[src/rtl/crl_pkg.sv]
// Shared types, constants and field helpers for the colour ramp lookup block.
// Used by every module under rtl; depends on nothing else.
package crl_pkg;

  // Field widths fixed by the register and sample formats.
  localparam int POS_W      = 16;
  localparam int CHAN_W     = 8;
  localparam int STOP_W     = 40;
  localparam int COUNT_W    = 3;
  localparam int CFG_IDX_W  = 3;
  localparam int CFG_DATA_W = 40;
  localparam int NUM_CH     = 3;

  // The product of an 8-bit colour step and a 16-bit offset.
  localparam int NUM_W      = CHAN_W + POS_W;
  // The quotient never exceeds the colour step, so eight bits are enough.
  localparam int DIV_STEPS  = CHAN_W;

  typedef logic signed [POS_W-1:0]  pos_t;
  typedef logic [POS_W-1:0]         upos_t;
  typedef logic [CHAN_W-1:0]        chan_t;
  // Index 2 is red, 1 is green, 0 is blue, matching the stop word packing.
  typedef logic [NUM_CH-1:0][CHAN_W-1:0] rgb_t;
  typedef logic [STOP_W-1:0]        stop_word_t;

  // Configuration register indexes.
  typedef enum logic [CFG_IDX_W-1:0] {
    REG_STOP_COUNT = 3'd0,
    REG_DISCRETE   = 3'd1,
    REG_STOP0      = 3'd2
  } cfg_reg_t;

  // One divider stage's payload: base colour, sign of each step, divisor,
  // partial remainders and partial quotients.
  typedef struct packed {
    logic                           valid;
    rgb_t                           lo;
    logic [NUM_CH-1:0]              neg;
    upos_t                          den;
    logic [NUM_CH-1:0][NUM_W-1:0]   rem;
    logic [NUM_CH-1:0][CHAN_W-1:0]  quo;
  } div_t;

  // Signed position held in bits 39:24 of a stop word.
  function automatic pos_t stop_pos(input stop_word_t word);
    stop_pos = pos_t'(word[STOP_W-1:NUM_CH*CHAN_W]);
  endfunction

  // Colour held in bits 23:0 of a stop word.
  function automatic rgb_t stop_rgb(input stop_word_t word);
    stop_rgb = rgb_t'(word[NUM_CH*CHAN_W-1:0]);
  endfunction

endpackage

[src/rtl/crl_seg_select.sv]
// Segment search for the colour ramp: position compares, then a priority pick.
// Depends on crl_pkg for stop word helpers and widths.
module crl_seg_select #(
  parameter int MAX_STOPS = 6,
  parameter int IW        = $clog2(MAX_STOPS)
) (
  input  logic                                     clk,
  input  logic                                     rst_n,
  input  logic                                     in_valid,
  input  crl_pkg::pos_t                            in_sample,
  input  logic [MAX_STOPS-1:0][crl_pkg::STOP_W-1:0] stops,
  input  logic [crl_pkg::COUNT_W-1:0]              stop_count,
  input  logic                                     discrete_mode,
  output logic                                     seg_valid,
  output crl_pkg::pos_t                            seg_sample,
  output logic [IW-1:0]                            seg_idx,
  output logic                                     seg_interp
);
  import crl_pkg::*;

  localparam logic [COUNT_W-1:0] MaxCount = COUNT_W'(MAX_STOPS);
  localparam logic [COUNT_W-1:0] MinCount = COUNT_W'(2);

  logic                   s1_valid_r;
  pos_t                   s1_sample_r;
  logic [MAX_STOPS-1:0]   le_r;
  logic [MAX_STOPS-2:0]   ordered_r;
  logic [MAX_STOPS-1:0]   le_nxt;
  logic [MAX_STOPS-2:0]   ordered_nxt;

  logic                   s2_valid_r;
  pos_t                   s2_sample_r;
  logic [IW-1:0]          s2_idx_r;
  logic                   s2_interp_r;
  logic [IW-1:0]          idx_nxt;
  logic                   interp_nxt;
  logic [COUNT_W-1:0]     count_eff;

  // Stage 1: compare the sample against every stop, and each stop against the next.
  always_comb begin
    for (int k = 0; k < MAX_STOPS; k++) begin
      le_nxt[k] = in_sample <= stop_pos(stops[k]);
    end
    for (int k = 0; k < MAX_STOPS - 1; k++) begin
      ordered_nxt[k] = stop_pos(stops[k+1]) > stop_pos(stops[k]);
    end
  end

  always_ff @(posedge clk) begin
    if (!rst_n) begin
      s1_valid_r <= 1'b0;
    end else begin
      s1_valid_r <= in_valid;
    end
    s1_sample_r <= in_sample;
    le_r        <= le_nxt;
    ordered_r   <= ordered_nxt;
  end

  // Saturate the stop count into the supported range.
  always_comb begin
    if (stop_count < MinCount) begin
      count_eff = MinCount;
    end else if (stop_count > MaxCount) begin
      count_eff = MaxCount;
    end else begin
      count_eff = stop_count;
    end
  end

  // Stage 2: the lowest closing stop wins; below stop 0 gives stop 0,
  // above the last active stop gives the last stop.
  always_comb begin
    idx_nxt    = IW'(count_eff - 1'b1);
    interp_nxt = 1'b0;
    for (int i = MAX_STOPS - 2; i >= 0; i--) begin
      if ((i + 1) < int'(count_eff) && le_r[i+1]) begin
        idx_nxt    = IW'(i);
        interp_nxt = ordered_r[i] && !discrete_mode;
      end
    end
    if (le_r[0]) begin
      idx_nxt    = '0;
      interp_nxt = 1'b0;
    end
  end

  always_ff @(posedge clk) begin
    if (!rst_n) begin
      s2_valid_r <= 1'b0;
    end else begin
      s2_valid_r <= s1_valid_r;
    end
    s2_sample_r <= s1_sample_r;
    s2_idx_r    <= idx_nxt;
    s2_interp_r <= interp_nxt;
  end

  assign seg_valid  = s2_valid_r;
  assign seg_sample = s2_sample_r;
  assign seg_idx    = s2_idx_r;
  assign seg_interp = s2_interp_r;

endmodule

[src/rtl/crl_scale.sv]
// Operand setup and colour step scaling for the colour ramp.
// Depends on crl_pkg for the divider payload type and field helpers.
module crl_scale #(
  parameter int MAX_STOPS = 6,
  parameter int IW        = $clog2(MAX_STOPS)
) (
  input  logic                                     clk,
  input  logic                                     rst_n,
  input  logic                                     seg_valid,
  input  crl_pkg::pos_t                            seg_sample,
  input  logic [IW-1:0]                            seg_idx,
  input  logic                                     seg_interp,
  input  logic [MAX_STOPS-1:0][crl_pkg::STOP_W-1:0] stops,
  output crl_pkg::div_t                            div_out
);
  import crl_pkg::*;

  logic [IW-1:0]                  hi_idx;
  stop_word_t                     lo_word;
  stop_word_t                     hi_word;
  rgb_t                           lo_rgb;
  rgb_t                           hi_rgb;
  logic signed [POS_W:0]          dv_full;
  logic signed [POS_W:0]          den_full;
  logic signed [CHAN_W:0]         step;

  logic                           s3_valid_r;
  rgb_t                           s3_lo_r;
  logic [NUM_CH-1:0]              s3_neg_r;
  logic [NUM_CH-1:0][CHAN_W-1:0]  s3_mag_r;
  upos_t                          s3_dv_r;
  upos_t                          s3_den_r;
  logic [NUM_CH-1:0]              neg_nxt;
  logic [NUM_CH-1:0][CHAN_W-1:0]  mag_nxt;
  upos_t                          dv_nxt;
  upos_t                          den_nxt;

  div_t                           s4_r;
  div_t                           s4_nxt;

  // Stage 3: pick the segment's stops and form the offsets and colour steps.
  // A pass-through colour uses a zero step over a unit divisor.
  always_comb begin
    hi_idx   = seg_interp ? IW'(seg_idx + 1'b1) : seg_idx;
    lo_word  = stops[seg_idx];
    hi_word  = stops[hi_idx];
    lo_rgb   = stop_rgb(lo_word);
    hi_rgb   = stop_rgb(hi_word);
    dv_full  = (POS_W+1)'(seg_sample) - (POS_W+1)'(stop_pos(lo_word));
    den_full = (POS_W+1)'(stop_pos(hi_word)) - (POS_W+1)'(stop_pos(lo_word));
    step     = '0;
    for (int c = 0; c < NUM_CH; c++) begin
      step       = $signed({1'b0, hi_rgb[c]}) - $signed({1'b0, lo_rgb[c]});
      neg_nxt[c] = step[CHAN_W];
      mag_nxt[c] = step[CHAN_W] ? CHAN_W'(-step) : step[CHAN_W-1:0];
    end
    if (seg_interp) begin
      dv_nxt  = dv_full[POS_W-1:0];
      den_nxt = den_full[POS_W-1:0];
    end else begin
      dv_nxt  = '0;
      den_nxt = upos_t'(1);
      neg_nxt = '0;
      mag_nxt = '0;
    end
  end

  always_ff @(posedge clk) begin
    if (!rst_n) begin
      s3_valid_r <= 1'b0;
    end else begin
      s3_valid_r <= seg_valid;
    end
    s3_lo_r  <= lo_rgb;
    s3_neg_r <= neg_nxt;
    s3_mag_r <= mag_nxt;
    s3_dv_r  <= dv_nxt;
    s3_den_r <= den_nxt;
  end

  // Stage 4: scale each colour step by the sample offset.
  always_comb begin
    s4_nxt.valid = s3_valid_r;
    s4_nxt.lo    = s3_lo_r;
    s4_nxt.neg   = s3_neg_r;
    s4_nxt.den   = s3_den_r;
    s4_nxt.quo   = '0;
    for (int c = 0; c < NUM_CH; c++) begin
      s4_nxt.rem[c] = NUM_W'(s3_mag_r[c]) * NUM_W'(s3_dv_r);
    end
  end

  always_ff @(posedge clk) begin
    if (!rst_n) begin
      s4_r.valid <= 1'b0;
    end else begin
      s4_r.valid <= s4_nxt.valid;
    end
    s4_r.lo  <= s4_nxt.lo;
    s4_r.neg <= s4_nxt.neg;
    s4_r.den <= s4_nxt.den;
    s4_r.rem <= s4_nxt.rem;
    s4_r.quo <= s4_nxt.quo;
  end

  assign div_out = s4_r;

endmodule

[src/rtl/crl_div_pipe.sv]
// Pipelined restoring divider, one quotient bit per stage for all channels.
// Depends on crl_pkg for the divider payload type.
module crl_div_pipe (
  input  logic          clk,
  input  logic          rst_n,
  input  crl_pkg::div_t div_in,
  output crl_pkg::div_t div_out
);
  import crl_pkg::*;

  div_t stage_r [DIV_STEPS+1];

  assign stage_r[0] = div_in;

  for (genvar s = 0; s < DIV_STEPS; s++) begin : g_stage
    localparam int Bit = DIV_STEPS - 1 - s;

    div_t                  nxt;
    logic [NUM_W:0]        trial [NUM_CH];

    // Try to take the divisor shifted to this quotient bit from each remainder.
    always_comb begin
      nxt = stage_r[s];
      for (int c = 0; c < NUM_CH; c++) begin
        trial[c] = {1'b0, stage_r[s].rem[c]} - ((NUM_W+1)'(stage_r[s].den) << Bit);
        if (!trial[c][NUM_W]) begin
          nxt.rem[c]      = trial[c][NUM_W-1:0];
          nxt.quo[c][Bit] = 1'b1;
        end
      end
    end

    always_ff @(posedge clk) begin
      if (!rst_n) begin
        stage_r[s+1].valid <= 1'b0;
      end else begin
        stage_r[s+1].valid <= nxt.valid;
      end
      stage_r[s+1].lo  <= nxt.lo;
      stage_r[s+1].neg <= nxt.neg;
      stage_r[s+1].den <= nxt.den;
      stage_r[s+1].rem <= nxt.rem;
      stage_r[s+1].quo <= nxt.quo;
    end
  end

  assign div_out = stage_r[DIV_STEPS];

endmodule

[src/rtl/colour_ramp_lookup_core.sv]
// Colour ramp lookup: maps a signed sample to RGB through up to MAX_STOPS stops.
// A sample passes 13 register stages (two segment search, setup, multiply, eight divider,
// output), the first loaded at the accepting edge. Throughput is one transaction per cycle
// once busy is low; busy is registered: high during reset, low from the first edge after.
// Reset (synchronous, active low) restores the default black-to-white ramp and empties the
// pipeline; the receiver cannot stall. Uses crl_pkg.
module colour_ramp_lookup_core #(
  parameter int MAX_STOPS = 6
) (
  input  logic                              clk,
  input  logic                              rst_n,
  input  logic                              start,
  output logic                              busy,
  input  crl_pkg::pos_t                     in_sample_value,
  output logic                              out_valid,
  output crl_pkg::chan_t                    out_red,
  output crl_pkg::chan_t                    out_green,
  output crl_pkg::chan_t                    out_blue,
  input  logic                              cfg_we,
  input  logic [crl_pkg::CFG_IDX_W-1:0]     cfg_index,
  input  logic [crl_pkg::CFG_DATA_W-1:0]    cfg_wdata
);
  import crl_pkg::*;

  localparam int IW = $clog2(MAX_STOPS);
  localparam stop_word_t Stop1Reset = stop_word_t'(40'h00_01FF_FFFF);

  logic                              busy_r;
  logic [COUNT_W-1:0]                stop_count_r;
  logic                              discrete_r;
  logic [MAX_STOPS-1:0][STOP_W-1:0]  stops_r;

  logic                              seg_valid;
  pos_t                              seg_sample;
  logic [IW-1:0]                     seg_idx;
  logic                              seg_interp;
  div_t                              scaled;
  div_t                              divided;

  logic                              out_valid_r;
  rgb_t                              out_rgb_r;
  rgb_t                              out_rgb_nxt;

  // Busy registers reset only; afterwards a transaction enters every cycle that start is high.
  always_ff @(posedge clk) begin
    if (!rst_n) begin
      busy_r <= 1'b1;
    end else begin
      busy_r <= 1'b0;
    end
  end

  assign busy = busy_r;

  // Configuration registers. Writes to stops beyond MAX_STOPS are dropped.
  always_ff @(posedge clk) begin
    if (!rst_n) begin
      stop_count_r <= COUNT_W'(2);
      discrete_r   <= 1'b0;
      for (int k = 0; k < MAX_STOPS; k++) begin
        stops_r[k] <= (k == 1) ? Stop1Reset : '0;
      end
    end else if (cfg_we) begin
      if (cfg_index == REG_STOP_COUNT) begin
        stop_count_r <= cfg_wdata[COUNT_W-1:0];
      end
      if (cfg_index == REG_DISCRETE) begin
        discrete_r <= cfg_wdata[0];
      end
      for (int k = 0; k < MAX_STOPS; k++) begin
        if (cfg_index == CFG_IDX_W'(REG_STOP0 + k)) begin
          stops_r[k] <= cfg_wdata[STOP_W-1:0];
        end
      end
    end
  end

  crl_seg_select #(
    .MAX_STOPS (MAX_STOPS),
    .IW        (IW)
  ) u_seg (
    .clk           (clk),
    .rst_n         (rst_n),
    .in_valid      (start && !busy_r),
    .in_sample     (in_sample_value),
    .stops         (stops_r),
    .stop_count    (stop_count_r),
    .discrete_mode (discrete_r),
    .seg_valid     (seg_valid),
    .seg_sample    (seg_sample),
    .seg_idx       (seg_idx),
    .seg_interp    (seg_interp)
  );

  crl_scale #(
    .MAX_STOPS (MAX_STOPS),
    .IW        (IW)
  ) u_scale (
    .clk        (clk),
    .rst_n      (rst_n),
    .seg_valid  (seg_valid),
    .seg_sample (seg_sample),
    .seg_idx    (seg_idx),
    .seg_interp (seg_interp),
    .stops      (stops_r),
    .div_out    (scaled)
  );

  crl_div_pipe u_div (
    .clk     (clk),
    .rst_n   (rst_n),
    .div_in  (scaled),
    .div_out (divided)
  );

  // Apply the signed, truncated step to the lower colour, modulo 256.
  always_comb begin
    for (int c = 0; c < NUM_CH; c++) begin
      out_rgb_nxt[c] = divided.neg[c] ? divided.lo[c] - divided.quo[c]
                                      : divided.lo[c] + divided.quo[c];
    end
  end

  always_ff @(posedge clk) begin
    if (!rst_n) begin
      out_valid_r <= 1'b0;
    end else begin
      out_valid_r <= divided.valid;
    end
    out_rgb_r <= out_rgb_nxt;
  end

  assign out_valid = out_valid_r;
  assign out_red   = out_rgb_r[2];
  assign out_green = out_rgb_r[1];
  assign out_blue  = out_rgb_r[0];

endmodule

[config.mk]
export PLATFORM = sky130hd
export DESIGN_NAME = colour_ramp_lookup_core
export DESIGN_NICKNAME = d
export VERILOG_FILES = /design/src/rtl/crl_pkg.sv /design/src/rtl/crl_seg_select.sv /design/src/rtl/crl_scale.sv /design/src/rtl/crl_div_pipe.sv /design/src/rtl/colour_ramp_lookup_core.sv
export SDC_FILE = /design/constraint.sdc
export NUM_CORES = 2
export LEC_CHECK = 0
export BUFFER_PORTS_ARGS = -buffer_cell sky130_fd_sc_hd__buf_2
export CORE_UTILIZATION = 40
export DETAILED_ROUTE_END_ITERATION = 10
export GPL_TIMING_DRIVEN = 1
export PLACE_DENSITY = 0.62
export SLEW_MARGIN = 20
export SYNTH_ARGS = -nofsm -noshare
export SYNTH_HDL_FRONTEND = slang
export SYNTH_SLANG_ARGS = --single-unit
export TNS_END_PERCENT = 100
[constraint.sdc]
create_clock -name clk -period 4.7 [get_ports clk]
set_input_delay 0.705 -clock clk [delete_from_list [all_inputs] [get_ports clk]]
set_output_delay 0.705 -clock clk [all_outputs]
set_load 0.05 [all_outputs]
# [After elaboration in Yosys (flattened, before gate mapping)]
# Cells that the tools add are included.
[classes] add_sub_neg=40 mul=3 magnitude_cmp=20 n_eq_ne=7 n_reduce_logical=25 n_mux=47
[ops] cell="$mux W24" n=21
[ops] cell="$bmux W40 S3" n=2
[ops] cell="$le A16 B16 Y1" n=6
[ops] cell="$gt A16 B16 Y1" n=5
[ops] cell="$mux W40" n=2
[ops] cell="$sub A24 B16 Y25" n=3
[ops] cell="$sub A24 B17 Y25" n=3
[ops] cell="$sub A24 B18 Y25" n=3
[ops] cell="$sub A24 B19 Y25" n=3
[ops] cell="$sub A24 B20 Y25" n=3
[ops] cell="$sub A24 B21 Y25" n=3
[ops] cell="$sub A24 B22 Y25" n=3
[ops] cell="$sub A24 B23 Y25" n=3
[ops] cell="$mul A8 B16 Y24" n=3
[ops] cell="$mux W8" n=6
[ops] cell="$sub A16 B16 Y16" n=2
[ops] cell="$sub A8 B8 Y9" n=3
[ops] cell="$add A8 B8 Y8" n=3
[ops] cell="$neg A8 Y8" n=3
[ops] cell="$sub A8 B8 Y8" n=3
[ops] cell="$reduce_and A2 Y1" n=8
[ops] cell="$eq A3 B3 Y1 const B" n=4
[ops] cell="$mux W3" n=4
[ops] cell="$logic_and A1 B1 Y1" n=11
[ops] cell="other kinds (17)" n=32
[word_totals] register_bits=1467

# [Depth between registers and ports, before layout]
[logic_depth] depth_word=10 depth_mapped=21 depth_no_buf=19

# [Modules after synthesis]
# From an unflattened synthesis, not the netlist that was laid out.
[unflattened] cells_unflattened=9196 area_unflattened_um2=85731.0
[by_module_without_submodules] module="crl_div_pipe" seq_area_each_um2=22421.5 area_each_um2=47309.1 instances=1 cells_each=4832
[by_module_without_submodules] module="crl_scale" seq_area_each_um2=4003.8 area_each_um2=22780.6 instances=1 cells_each=2442
[by_module_without_submodules] module="colour_ramp_lookup_core" seq_area_each_um2=5405.2 area_each_um2=10164.7 instances=1 cells_each=1276
[by_module_without_submodules] module="crl_seg_select" seq_area_each_um2=980.9 area_each_um2=5476.5 instances=1 cells_each=646

# [Worst setup path after synthesis]
# Ideal clock, no wire load.
[synth_timing] path_kind="flip-flop to flip-flop" startpoint="register u_scale.s3_mag_r[18] in the netlist's numbering" endpoint="register u_scale.s4_r, in the netlist u_scale.div_out[94]" period_less_slack_ns=5.041 setup_time_ns=0.127 required_time_ns=4.573 path_buffers=2 stages_incl_launch_ff=20 setup_slack_ns=-0.341 t_arrival_ns=4.915 path_cell_list="dfxtp_1 > clkbuf_1 > nand2_1 > fa_1 > fa_1 > inv_1 > fa_1 > inv_1 > fa_1 > inv_1 > ha_1 > clkbuf_1 > a2111oi_0 > a211oi_1 > o21a_1 > o21ai_0 > a21oi_1 > a211oi_1 > o21ai_0 > xor2_1"
[synth_lines] element="start, declared" line="crl_scale.sv:30" rtl="logic [NUM_CH-1:0][CHAN_W-1:0] s3_mag_r;"
[synth_lines] element="start signal, assigned" line="crl_scale.sv:76" rtl="s3_mag_r <= mag_nxt;"
[synth_lines] element="end, declared" line="crl_scale.sv:38" rtl="div_t s4_r;"

==> impl_results.md <==
* Status: finished clean
* Startpoint Class: flip-flop
* Commonest non-fill, non-tap cell in the layout: dfxtp_1
* Ports at 89
* RSZ-0062 raised after global routing: yes
* CP max-delay cell: fa_1
* Hold WC Path Type: input pin to flip-flop
* CTS max path bufs at 3
* Antenna violations before repair at 17
* Post-route ant nets at 0
* Layout cell share with drive strength beyond 1 at 0.101
* Clock buffer count from CTS at 154
* Clock skew at 0.0851 ns
* Total power at 57.1 mW
* HPWL after detailed placement at 172 mm
* Die area at 199000 um2
* DIE WIDTH at 446 um
* Max-cap violations at 0
* Yosys top cell area share at 0.372
* Peak VDD IR at 0.000385 V
* Fmax at 0.217 GHz
* Routed vias/inst at 5.21
* Kind of end point of the critical path: flip-flop
* Number of cells after detailed placement at 11200
* Max H-tree Level at 4
* Largest net degree at the start of global routing at 138
* Primary FF master, synth: dfxtp_1
* Number of flops mapped to enable cells by yosys at 0
* Port Buffers at 88
* Worst path arrival time at 5.30 ns
* Final setup fails at 0
* Drc violations at 0
* Critical path, cell by cell: buf_4 -> and2_1 -> fa_1 -> fa_1 -> fa_1 -> inv_1 -> fa_1 -> inv_1 -> ha_2 -> or3_1 -> o22a_1 -> a311o_1 -> a31oi_4 -> buf_6 -> nor2b_1 -> nor2_1 -> xnor2_1
* CP required at 5.39 ns
* Total global routing overflow at 0
* Critical path's top delay family: adder cells
* Initial drt markers at 3634
* Fin cells at 11500
* Clk Latency, worst-skew pair at 0.83 ns
* Post-synth ARST share at 0
* Synth top area cells: dfxtp_1, ha_1, fa_1
* Crit share post-route at 0.982
* CP Class: flip-flop to flip-flop
* Synth unique cells at 89
* Layout Nets at 9827
* Core footprint at 195000 um2
* Via count at 59700
* Highest net fanout along the worst path at 7
* CTS root buffer: clkbuf_16
* Max transition margin at 0.177
* #FFs+latches synth at 1467
* Leak at 38.5 nW
* Std cell rows at 162
* Gr usage total at 0.216
* FILL cells at 18600
* Final Wtd Congestion at 0.930
* Worst-path clk slew at 0.06 ns
* Yosys warnings at 0
* Syn-to-layout area delta at 13.4%
* CP bufs+invs at 4
* Slew Viols, Final at 0
* Initial Util at 0.404
* Worst Tran Pin Value at 1.23 ns
* Hold WS at 0.137 ns
* DRT Pass-1 Iters at 6
* Setup TNS at 0 ns
* Cell count after synthesis at 8509
* Slowest cell delay on critical path at 0.52 ns
* Drt wl/cell at 19.1 um
* First-pass GRT wire length at 337 mm
* Final core utilization at 0.458
* Clock Sinks at 1467
* Final hold vios at 0
* Synth area leader: dfxtp_1
* CTS tree: built
* Area of the multi-input gates at 46100 um2
* Vias in the first global route at 59900
* R2r setup slk at 0.09 ns
* Post-Syn Nets at 9626
* Power per Cell Area at 639 nW/um2
* Minimum clock period at 4.61 ns
* Cell Area, Synth at 78900 um2
* Register Area at 29400 um2
* Synthesized area per cell at 9.27 um2
* Register area share after synthesis at 0.372
* Commonest non-fill, non-tap cells in the layout: dfxtp_1, nand2_1, ha_1, a21oi_1, inv_1
* WL final at 219 mm
* Die Ht at 446 um
* Most frequent CP cell: fa_1
[metal layers]
layer	share of wire	global-route usage
met5	0.00017	0
met3	0.040	0.0299
met1	0.42	0.260
met4	0.044	0.0930
met2	0.49	0.382
[path summary, 6_finish.rpt]
path,from,to,depth (start not counted)
max,u_scale.s3_dv_r[3]$_SDFF_PN0_,u_scale.div_out[91]$_DFF_P_,17
min,in_sample_value[3],u_seg.s1_sample_r[3]$_DFF_P_,1
max reg2reg,u_scale.s3_dv_r[3]$_SDFF_PN0_,u_scale.div_out[91]$_DFF_P_,17
min reg2reg,u_div.stage_r[868]$_DFF_P_,u_div.stage_r[728]$_DFF_P_,0
[through the flow]
| stage | setup WS [ns] | instance area, um2 |
|---|---|---|
| after floorplan | -0.00441 | 78900 |
| after global placement | -0.150 | 83300 |
| after detailed placement | -0.275 | 83300 |
| after CTS | 0.00629 | 88900 |
| after global routing | -0.0919 | 89400 |
| final | 0.0858 | 89400 |
[state kept, by name (all words and copies together) (netlist names), 5 cells and up]
name / count
out_blue: 8
out_green: 8
out_red: 8
stops_r: 240
u_div.div_out: 52
u_div.g_stage.nxt: 392
u_div.stage_r: 504
u_scale.div_out: 116
u_scale.s3_den_r: 16
u_scale.s3_dv_r: 16
u_scale.s3_lo_r: 24
u_scale.s3_mag_r: 24
u_seg.le_r: 6
u_seg.ordered_r: 5
u_seg.s1_sample_r: 16
u_seg.seg_sample: 16
[worst reg2reg max path: cells and delay by family, from the launching register on]
family          cells  cell delay, ns
xor+xnor            1            0.14
compound gates      3            0.87
flops               1            0.38
simple gates        4            0.64
buf+inv             4            0.34
fa+ha+maj           5            2.19
[synth_stat cells, types with 141 or more instances]
| cell type | instances |
|---|---|
| dfxtp_1 | 1467 |
| xor2_1 | 174 |
| nand2_1 | 892 |
| clkbuf_1 | 217 |
| and2_1 | 349 |
| a21o_1 | 173 |
| fa_1 | 281 |
| a21oi_1 | 761 |
| ha_1 | 773 |
| o21ai_0 | 347 |
| nor2_1 | 524 |
| xnor2_1 | 275 |
| nor3_1 | 141 |
| inv_1 | 736 |
[final cells by class]
type,instances,share of cell area
inverter,738,0.0310
multi-input combinational,6041,0.515
antenna,11,0.000308
timing repair buffer,308,0.0259
tap,2624,0.0367
sequential,1467,0.329
clock inverter,85,0.0140
clock buffer,199,0.0477
[power breakdown]
group | switching [mW] | internal (mW) | total [mW]
Combinational | 15.2 | 11.2 | 26.4
Sequential | 2.02 | 15.8 | 17.8
Clock | 5.47 | 7.39 | 12.9
Total | 22.7 | 34.4 | 57.1
[cell families after synthesis]
group / count (synthesis) / share of synthesized area
buf+inv: 1001 / 0.0484
compound gates: 1741 / 0.133
simple gates: 2524 / 0.153
mux: 273 / 0.0491
xor+xnor: 449 / 0.0499
flops: 1467 / 0.372
fa+ha+maj: 1054 / 0.194
[repair_timing]
item | 4_1_cts | 5_1_grt
endpoints found under the setup margin | 20 | 29
hold endpoints to repair | 1 | 0
buffers inserted | 1 | 13
pin swaps | 3 | 47
hold buffers | 1 | 0
gates resized for setup | 19 | 117
Power figures use the tool's default switching activity.
